## src/sv/dprq_pkg.sv

```systemverilog
`timescale 1ns / 1ps

package dprq_pkg;

  localparam int QUEUE_DEPTH = 16;
  localparam int IDX_W       = $clog2(QUEUE_DEPTH);
  localparam int CNT_W       = $clog2(QUEUE_DEPTH + 1);
  localparam int QCNT_W      = 5;

  localparam logic KIND_ADD = 1'b0;
  localparam logic KIND_RUN = 1'b1;

  localparam logic [1:0] ST_OK    = 2'd0;
  localparam logic [1:0] ST_EMPTY = 2'd1;
  localparam logic [1:0] ST_FULL  = 2'd2;
  localparam logic [1:0] ST_ZERO  = 2'd3;

  typedef struct packed {
    logic        [7:0] id;
    logic signed [7:0] prio;
    logic        [7:0] need;
    logic        [7:0] used;
  } entry_t;

endpackage

```

## src/sv/dprq_mem.sv

```systemverilog
`timescale 1ns / 1ps

module dprq_mem (
  input  logic                       clk,
  input  logic                       we,
  input  logic [dprq_pkg::IDX_W-1:0] waddr,
  input  dprq_pkg::entry_t           wdata,
  input  logic                       re,
  input  logic [dprq_pkg::IDX_W-1:0] raddr,
  output dprq_pkg::entry_t           rdata
);
  import dprq_pkg::*;

  entry_t mem [QUEUE_DEPTH];

  always_ff @(posedge clk) begin
    if (we) begin
      mem[waddr] <= wdata;
    end
  end

  always_ff @(posedge clk) begin
    if (re) begin
      rdata <= mem[raddr];
    end
  end

endmodule

```

## src/sv/dynamic_priority_ready_queue.sv

```systemverilog
`timescale 1ns / 1ps

// Channel   Direction  Handshake               Payload
// command   in         start && !busy          kind, proc_id, priority_req, slices_needed
// result    out        done (one cycle)        status, ran_id, ran_priority, used_time,
//                                              completed, queue_count
//
// Rejected items and an add to an empty queue raise done in the next cycle.
// An add scans from the tail, moving one entry per cycle.
// A run reads the head, then moves the rest up one entry per cycle and
// reinserts the head on the way unless it has completed. The single
// read and single write port of the entry memory set this pace.
// Reset clears the state, the entry count and done only; done cannot be stalled.

module dynamic_priority_ready_queue (
  input  logic                        clk,
  input  logic                        rst,
  input  logic                        start,
  output logic                        busy,
  input  logic                        kind,
  input  logic [7:0]                  proc_id,
  input  logic [6:0]                  priority_req,
  input  logic [7:0]                  slices_needed,
  output logic                        done,
  output logic [1:0]                  status,
  output logic [7:0]                  ran_id,
  output logic signed [7:0]           ran_priority,
  output logic [7:0]                  used_time,
  output logic                        completed,
  output logic [dprq_pkg::QCNT_W-1:0] queue_count
);
  import dprq_pkg::*;

  localparam logic [2:0] S_IDLE = 3'd0;
  localparam logic [2:0] S_HEAD = 3'd1;
  localparam logic [2:0] S_FWD  = 3'd2;
  localparam logic [2:0] S_INS  = 3'd3;
  localparam logic [2:0] S_PUT  = 3'd4;

  logic [2:0]       state, state_next;
  logic [IDX_W-1:0] k, k_next;
  logic [IDX_W-1:0] n_rest, n_rest_next;
  logic             ins, ins_next;
  logic             adding, adding_next;
  entry_t           item, item_next;
  logic [CNT_W-1:0] count, count_next;
  logic             done_next;
  logic [1:0]       status_next;
  logic [7:0]       ran_id_next;
  logic signed [7:0] ran_priority_next;
  logic [7:0]       used_time_next;
  logic             completed_next;

  logic             we, re;
  logic [IDX_W-1:0] waddr, raddr;
  entry_t           wdata, rdata;
  entry_t           new_item, upd;

  dprq_mem u_mem (
    .clk   (clk),
    .we    (we),
    .waddr (waddr),
    .wdata (wdata),
    .re    (re),
    .raddr (raddr),
    .rdata (rdata)
  );

  assign busy        = (state != S_IDLE);
  assign queue_count = QCNT_W'(count);

  always_comb begin
    new_item      = '0;
    new_item.id   = proc_id;
    new_item.prio = $signed({1'b0, priority_req});
    new_item.need = slices_needed;
    new_item.used = '0;

    upd = rdata;
    if (rdata.used != 8'hFF) begin
      upd.used = rdata.used + 8'd1;
    end
    if (rdata.prio != -8'sd128) begin
      upd.prio = rdata.prio - 8'sd1;
    end
  end

  always_comb begin
    state_next        = state;
    k_next            = k;
    n_rest_next       = n_rest;
    ins_next          = ins;
    adding_next       = adding;
    item_next         = item;
    count_next        = count;
    done_next         = 1'b0;
    status_next       = status;
    ran_id_next       = ran_id;
    ran_priority_next = ran_priority;
    used_time_next    = used_time;
    completed_next    = completed;
    we                = 1'b0;
    waddr             = '0;
    wdata             = item;
    re                = 1'b0;
    raddr             = '0;

    unique case (state)
      S_IDLE: begin
        if (start) begin
          status_next       = ST_OK;
          ran_id_next       = '0;
          ran_priority_next = '0;
          used_time_next    = '0;
          completed_next    = 1'b0;
          item_next         = new_item;
          adding_next       = (kind == KIND_ADD);
          if (kind == KIND_ADD) begin
            if (slices_needed == 8'd0) begin
              status_next = ST_ZERO;
              done_next   = 1'b1;
            end else if (count >= CNT_W'(QUEUE_DEPTH)) begin
              status_next = ST_FULL;
              done_next   = 1'b1;
            end else if (count == '0) begin
              we         = 1'b1;
              waddr      = '0;
              wdata      = new_item;
              count_next = count + CNT_W'(1);
              done_next  = 1'b1;
            end else begin
              re         = 1'b1;
              raddr      = IDX_W'(count - CNT_W'(1));
              k_next     = IDX_W'(count);
              state_next = S_INS;
            end
          end else begin
            if (count == '0) begin
              status_next = ST_EMPTY;
              done_next   = 1'b1;
            end else begin
              re          = 1'b1;
              raddr       = '0;
              n_rest_next = IDX_W'(count - CNT_W'(1));
              state_next  = S_HEAD;
            end
          end
        end
      end

      S_HEAD: begin
        ran_id_next       = rdata.id;
        ran_priority_next = rdata.prio;
        used_time_next    = upd.used;
        item_next         = upd;
        k_next            = '0;
        if (upd.used == rdata.need) begin
          completed_next = 1'b1;
          count_next     = count - CNT_W'(1);
          ins_next       = 1'b0;
          if (n_rest == '0) begin
            done_next  = 1'b1;
            state_next = S_IDLE;
          end else begin
            re         = 1'b1;
            raddr      = IDX_W'(1);
            state_next = S_FWD;
          end
        end else begin
          ins_next = 1'b1;
          if (n_rest == '0) begin
            we         = 1'b1;
            waddr      = '0;
            wdata      = upd;
            done_next  = 1'b1;
            state_next = S_IDLE;
          end else begin
            re         = 1'b1;
            raddr      = IDX_W'(1);
            state_next = S_FWD;
          end
        end
      end

      S_FWD: begin
        we    = 1'b1;
        waddr = k;
        if (ins && !(rdata.prio > item.prio)) begin
          wdata      = item;
          done_next  = 1'b1;
          state_next = S_IDLE;
        end else begin
          wdata = rdata;
          if (k + IDX_W'(1) == n_rest) begin
            if (ins) begin
              k_next     = k + IDX_W'(1);
              state_next = S_PUT;
            end else begin
              done_next  = 1'b1;
              state_next = S_IDLE;
            end
          end else begin
            re     = 1'b1;
            raddr  = IDX_W'(k + 2);
            k_next = k + IDX_W'(1);
          end
        end
      end

      S_INS: begin
        we    = 1'b1;
        waddr = k;
        if (rdata.prio > item.prio) begin
          wdata      = item;
          count_next = count + CNT_W'(1);
          done_next  = 1'b1;
          state_next = S_IDLE;
        end else begin
          wdata = rdata;
          if (k == IDX_W'(1)) begin
            k_next     = '0;
            state_next = S_PUT;
          end else begin
            re     = 1'b1;
            raddr  = IDX_W'(k - 2);
            k_next = k - IDX_W'(1);
          end
        end
      end

      S_PUT: begin
        we    = 1'b1;
        waddr = k;
        wdata = item;
        if (adding) begin
          count_next = count + CNT_W'(1);
        end
        done_next  = 1'b1;
        state_next = S_IDLE;
      end

      default: begin
        state_next = S_IDLE;
      end
    endcase
  end

  always_ff @(posedge clk) begin
    if (rst) begin
      state <= S_IDLE;
      count <= '0;
      done  <= 1'b0;
    end else begin
      state <= state_next;
      count <= count_next;
      done  <= done_next;
    end
  end

  always_ff @(posedge clk) begin
    k            <= k_next;
    n_rest       <= n_rest_next;
    ins          <= ins_next;
    adding       <= adding_next;
    item         <= item_next;
    status       <= status_next;
    ran_id       <= ran_id_next;
    ran_priority <= ran_priority_next;
    used_time    <= used_time_next;
    completed    <= completed_next;
  end

  a_count_bound: assert property (@(posedge clk) disable iff (rst)
    count <= CNT_W'(QUEUE_DEPTH))
    else $error("entry count above queue depth");

  a_accept_progress: assert property (@(posedge clk) disable iff (rst)
    start && !busy |=> busy || done)
    else $error("accepted item neither busy nor done");

  a_empty_count: assert property (@(posedge clk) disable iff (rst)
    done && status == ST_EMPTY |-> count == '0)
    else $error("empty status with entries queued");

  a_completed_ok: assert property (@(posedge clk) disable iff (rst)
    done && completed |-> status == ST_OK)
    else $error("completion flagged on rejected item");

endmodule
```

## config.mk

```make
export PLATFORM = sky130hd
export DESIGN_NAME = dynamic_priority_ready_queue
export DESIGN_NICKNAME = d
export VERILOG_FILES = /design/src/sv/dprq_pkg.sv /design/src/sv/dprq_mem.sv /design/src/sv/dynamic_priority_ready_queue.sv
export SDC_FILE = /design/constraint.sdc
export NUM_CORES = 1
export LEC_CHECK = 0
export BUFFER_PORTS_ARGS = -buffer_cell sky130_fd_sc_hd__buf_2
export CAP_MARGIN = 20
export CORE_MARGIN = 2
export CORE_UTILIZATION = 35
export CTS_BUF_LIST = sky130_fd_sc_hd__clkbuf_8 sky130_fd_sc_hd__clkbuf_16
export CTS_CLUSTER_DIAMETER = 60
export DETAILED_ROUTE_END_ITERATION = 8
export PLACE_DENSITY_LB_ADDON = 0.25
export SLEW_MARGIN = 20
export SYNTH_ARGS = -nofsm -noshare
export SYNTH_HDL_FRONTEND = slang
export SYNTH_SLANG_ARGS = --single-unit
```

## constraint.sdc

```tcl
create_clock -name clk -period 5.1 [get_ports clk]
set_input_delay 0.255 -clock clk [delete_from_list [all_inputs] [get_ports clk]]
set_output_delay 0.255 -clock clk [all_outputs]
set_load 0.05 [all_outputs]
```

==> flow_summary.yaml, run 1 <==
run_status:
  status: "complete, no violations"
final_layout:
  fin_cells: 3222
  final_cell_mix: "605 x edfxtp_1, 289 x nand2_1, 187 x a221oi_1, 124 x a21oi_1, 102 x nor2_1"
  area_growth_syn_to_layout_pct: 14.05
  num-nets-final: 2181
  final_common_cell: "edfxtp_1"
  multi_input_area_sq_um: 8182
  n_antenna_cell: 0
  regArea_sq_um: 18350
  n_fill_cell: 7215
  drive_gt1_share_pct: 13.24
floorplanning:
  die_y_um: 284.0
  rows: 102
  die_x_um: 284.0
  die_area_sq_um: 80650
  core_region_area_sq_um: 77590
  start_util_pct: 35.36
  io_pins: 61
power_and_ir_drop:
  p_int_mw: 13.52
  power_frac_comb_pct: 44.8
  p_per_area_nw_per_um2: 735.8
  pwr-share-seq_pct: 36.2
  ir_drop_v: 0.0003656
  power_switching_mw: 9.509
  swShare_pct: 41.29
  cellLeakagePower_nw: 10.60
  pwr-share-clk_pct: 19.0
synth:
  synth_seq_cells: 614
  synth_cells: 2081
  async_reset_ff_share_pct: 0
  synthFlopType: "edfxtp_1"
  yosysUniqueCellTypes: 76
  syn_area_sq_um: 27440
  synth_enable_flop_cells: 605
  avgSynthCellArea_sq_um: 13.18
  ys_seq_area_share_pct: 66.87
  syn_nets: 2128
  yosys_warnings: 0
timing:
  setup_slack_ns: 0.5024
  worst_pin_slew_ns: 1.082
  rsz0062_at_grt: "false"
  post-route-min-period_ns: 4.598
  max_slew_margin_pct: 27.72
  slew_viol_final: 0
  clock_skew_ns: 0.02367
  finalSetupViolations: 0
  tns_ns: 0
  whs_ns: 0.1418
  timing.fmax_ghz: 0.2175
  final_hold_viol_count: 0
  period_share_pct: 90.15
setup_path:
  critPathKind: "reg2reg"
  startpoint_type: "register"
  worst-endpoint-arrival_ns: 4.86
  cp-end-kind: "register"
  cp.required_ns: 5.36
  crit_fanout: 16
  worstRegToRegCells: 11
clocking:
  cts_tree: "yes"
  clkSinkCount: 614
  numCtsBuffers: 61
  clk_latency_ns: 0.63
  cts.path.max_buffers: 3
  post_cts_buffers: 0
  h-tree-depth: 2
  cts-root-buf: "clkbuf_16"
  clkTransAtPathRegs_ns: 0.06
detailed_routing:
  wl_per_cell_um: 24.77
  dr_total_vias: 19138
  drcViolationCount: 0
  dr.pass1.iters: 9
  dr.first_iter.drc_count: 2262
  ant_nets: 0
  wirelength_mm: 79.80
  routed_via_density: 5.940
global_route:
  antenna_found_initial: 1
  grt_overflow: 0
  grt_max_degree: 104
  track_usage_pct: 19.17
  grt_pass1_wl_mm: 118.3
  first_global_vias: 18193
place:
  dp.cells: 3084
  hpwlAfterDp_mm: 46.73
  gp_routability_congestion: 0.8968
  dp_slack_ns: 0.6640
  portBuffers: 60
min_path:
  whs_path_depth: 5
  hp-class: "in2reg"
job:
  cap_violations: 0
metal layers:
| layer | up-vias | part of all wire, % | track usage (%) |
|---|---|---|---|
| met5 | - | 0 | 0 |
| met4 | 0 | 2.6 | 5.882 |
| li1 | 8424 | - | - |
| met2 | 899 | 46 | 30.50 |
| met3 | 134 | 8.1 | 2.645 |
| met1 | 9681 | 43 | 27.25 |
state kept, by name, summed over array words and instances, names as in the netlist:
name and count:
status 2, queue_count 5, ran_priority 8, ran_id 8, used_time 8, item 24, completed 1, k 4
u_mem.mem 512, ins 1, u_mem.rdata 32, n_rest 4, adding 1, state 3, done 1
cells in the mapped netlist (4+ instances only):
cell	n	share of area (%)
edfxtp_1	605	66
nand2_1	293	4.0
a221oi_1	187	6.0
a21oi_1	125	2.3
nor2_1	116	1.6
clkbuf_1	97	1.3
a221o_1	66	2.4
o21ai_0	61	1.1
and3_1	50	1.1
buf_2	48	0.88
inv_1	44	0.60
a311oi_1	32	1.0
o21bai_1	31	0.85
o32ai_1	30	0.96
a211oi_1	28	0.77
a222oi_1	22	0.80
buf_4	21	0.57
ha_1	20	0.91
nor3_1	19	0.35
xnor2_1	17	0.54
a21o_1	13	0.36
buf_6	11	0.45
nand3_1	10	0.18
xor2_1	10	0.32
a211oi_2	9	0.41
dfxtp_1	9	0.66
or3_1	8	0.18
nand4_1	6	0.14
o211ai_1	6	0.16
and2_1	5	0.11
mux2i_1	5	0.18
nor2b_1	5	0.11
buf_1	4	0.055
worst max-delay path, stage by stage, from the launching register on:
cell and delay [ns]:
edfxtp_1 0.55, ha_1 0.33, nand4_1 0.25, o211ai_2 0.28
xor2_1 0.28, xor2_1 0.18, nand4_1 0.20, o21ai_2 0.50
nand2_1 0.12, buf_4 0.25, a222oi_1 0.82, inv_1 0.45
worst paths after layout:
path | startpoint | end | slack, ns
max | u_mem.rdata[0] | u_mem.mem[4][9] | 0.50
min reg2reg | queue_count[4] | queue_count[4] | 0.59
min | start | state[0] | 0.14
max reg2reg | u_mem.rdata[0] | u_mem.mem[4][9] | 0.50
kinds of logic after synthesis:
| logic type | count (synthesis) | share of synthesized area (%) |
|---|---|---|
| buffers and inverters | 229 | 3.986 |
| AO/OA/AOI/OAI | 647 | 18.43 |
| AND/OR/NAND/NOR | 534 | 8.473 |
| multiplexers | 8 | 0.3055 |
| flip-flops | 614 | 66.87 |
| adder cells (fa/ha/maj) | 20 | 0.9120 |
| XOR/XNOR | 29 | 1.026 |
metrics by stage:
stage | total power, mW | area [sq um] | utilization (%)
finish | 23.03 | 31290 | 40.33
detailed placement | 18.62 | 29100 | 37.50
floorplan | 15.22 | 27440 | -
CTS | 23.03 | 31280 | 40.31
global placement | 18.41 | 29100 | 37.50
global route | 24.30 | 31290 | 40.33
power by group through the flow:
stage          clock (mW)  sequential [mW]  combinational [mW]
2_1_floorplan           0             8.46                6.76
4_1_cts              4.46             8.32                10.2
3_3_place_gp            0             8.39                10.0
6_report             4.38             8.33                10.3
5_1_grt              4.64             8.39                11.3
3_5_place_dp            0             8.42                10.2
layout make-up:
cell class | count | area share (%)
repair buffers | 173 | 4.350
multi-input cells | 1238 | 26.14
flip-flops and latches | 614 | 58.63
inverters | 46 | 0.5518
well taps | 1040 | 4.158
clock buffers | 63 | 5.038
clock inverters | 48 | 1.128
timing repair:
item,in CTS,in global routing
hold buffers,25,0
gates resized for setup,0,0
endpoints found under the hold margin,34,0
Note: power is estimated with default switching activity, not from simulation.
==> run 2: changes to the inputs <==
Settings changed: CORE_MARGIN 2 to 3, PLACE_DENSITY_LB_ADDON 0.25 to not set.
==> run 2 against run 1 <==
Against the previous run: via count is 0.52% higher; largest power group unchanged; final cell count is 0.19% lower; largest cell class unchanged; sequential power hardly changed; sequential share of layout area is 0.43 points higher; utilization is 0.30 points lower; die area is 1.4% higher.
==> flow_summary.yaml, run 2 (synthesis gave the netlist of run 1 again) <==
timing:
  tns_ns: 0
  clock_skew_ns: 0.01911
  max_slew_margin_pct: 26.91
  post-route-min-period_ns: 4.626
  finalSetupViolations: 0
  rsz0062_at_grt: "false"
  final_hold_viol_count: 0
  period_share_pct: 90.70
  timing.fmax_ghz: 0.2162
  worst_pin_slew_ns: 1.094
  slew_viol_final: 0
floorplanning:
  die_area_sq_um: 81790
  die_x_um: 286.0
  start_util_pct: 35.36
  rows: 102
  core_region_area_sq_um: 77590
  io_pins: 61
  die_y_um: 286.0
place:
  gp_routability_congestion: 0.9073
  dp.cells: 3082
  portBuffers: 60
  hpwlAfterDp_mm: 45.41
setup_path:
  cp.required_ns: 5.42
  slowest_stage: "and3_4"
  cp_num_buf_inv: 1
  startpoint_type: "register"
  critPathKind: "reg2reg"
  worst-endpoint-arrival_ns: 4.95
  slowest_delay_ns: 0.86
  cp_top_family: "compound AO/OA/AOI/OAI gates"
  crit_fanout: 57
  cp-end-kind: "register"
  crit_chain: "ha_1 -> a21o_1 -> a2111oi_4 -> a211oi_2 -> o311ai_1 -> and3_4 -> buf_4 -> a221oi_1 -> o21bai_1 -> o32ai_1 -> a211oi_1"
global_route:
  grt_overflow: 0
  antenna_found_initial: 0
  grt_pass1_wl_mm: 117.3
  grt_max_degree: 129
  first_global_vias: 18473
  track_usage_pct: 18.65
power_and_ir_drop:
  p_per_area_nw_per_um2: 726.7
  ir_drop_v: 0.0004880
  fin_total_pwr_mw: 22.57
  cellLeakagePower_nw: 10.51
clocking:
  clk_latency_ns: 0.64
  numCtsBuffers: 59
  post_cts_buffers: 0
  cts-root-buf: "clkbuf_16"
  clkSinkCount: 614
  ctsResizeCount: 0
  h-tree-depth: 2
  clkTransAtPathRegs_ns: 0.06
  cts.path.max_buffers: 3
  cts_tree: "yes"
final_layout:
  area_growth_syn_to_layout_pct: 13.22
  num-nets-final: 2175
  multi_input_area_sq_um: 8185
  final_common_cell: "edfxtp_1"
  final_cell_mix: "605 x edfxtp_1, 289 x nand2_1, 187 x a221oi_1, 124 x a21oi_1, 102 x nor2_1"
  largest_register_ffs: 512
  fin_cells: 3216
  n_antenna_cell: 0
  regMostFlops: "u_mem.mem"
  drive_gt1_share_pct: 13.19
  reg_top3: "u_mem.mem (512), u_mem.rdata (32), item (24)"
  n_fill_cell: 7198
  regArea_sq_um: 18350
detailed_routing:
  wirelength_mm: 78.55
  dr.pass1.iters: 7
  dr_total_vias: 19238
  drcViolationCount: 0
  wl_per_cell_um: 24.42
  routed_via_density: 5.982
  dr.first_iter.drc_count: 2347
  ant_nets: 0
job:
  cap_violations: 0
min_path:
  hp-class: "in2reg"
run_status:
  status: "complete, no violations"
run 2: changes by cell type in the layout (fill, tap and decap cells not counted), moves of 2 or more:
cell / delta
clkinv_1: -5
buf_12: -3
bufinv_16: -4
buf_4: +2
dlygate4sd3_1: -2
inv_1: +4
clkinv_2: +6
clkbuf_16: -3
run 2: path summary, 6_finish.rpt:
kind / startpoint / endpoint / slack (ns) / cells after the start
setup / recovery: u_mem.rdata[21] / u_mem.rdata[18] / 0.47 / 11
hold / removal: slices_needed[7] / item[15] / 0.04 / 3
setup reg to reg: u_mem.rdata[21] / u_mem.rdata[18] / 0.47 / 11
hold reg to reg: queue_count[4] / queue_count[4] / 0.54 / 2
run 2: cell type report:
class	instances	share of cell area (%)
repair buffers	169	4.149
inverters	46	0.5558
flip-flops and latches	614	59.06
clock inverters	49	0.8579
multi-input cells	1238	26.35
well taps	1040	4.189
clock buffers	60	4.833
run 2: power by group:
part	switching, mW	internal [mW]
combinational	6.98	3.17
clock	1.88	2.18
sequential	0.585	7.78
run 2: metrics by stage:
stage               util, %  instance area, sq um  worst slack, ns  hold slack (ns)
floorplan                 -                 27440            1.231           0.4263
global placement      37.40                 29020           0.6563           0.5186
detailed placement    37.43                 29050           0.6138           0.5305
CTS                   40.01                 31040           0.5963         0.004571
global route          40.03                 31060           0.2693          0.02468
finish                40.03                 31060           0.4741          0.04018
run 2: worst reg2reg max path, cell delays in order (launching register included):
cell and delay [ns]:
edfxtp_1 0.52, ha_1 0.35, a21o_1 0.19, a2111oi_4 0.35
a211oi_2 0.13, o311ai_1 0.48, and3_4 0.86, buf_4 0.37
a221oi_1 0.09, o21bai_1 0.19, o32ai_1 0.11, a211oi_1 0.68
run 2: layer usage:
metal  share of wire, %  wire (um)  track usage [%]
met1                 40      31520            25.16
met2                 48      37610            30.77
met3                9.1       7144            3.044
met4                2.9       2271            6.013
met5                  0          0                0
run 2: timing repair:
item                       CTS  global route
hold buffers                23             0
setup endpoints to repair    0             0
hold endpoints to repair    32             0
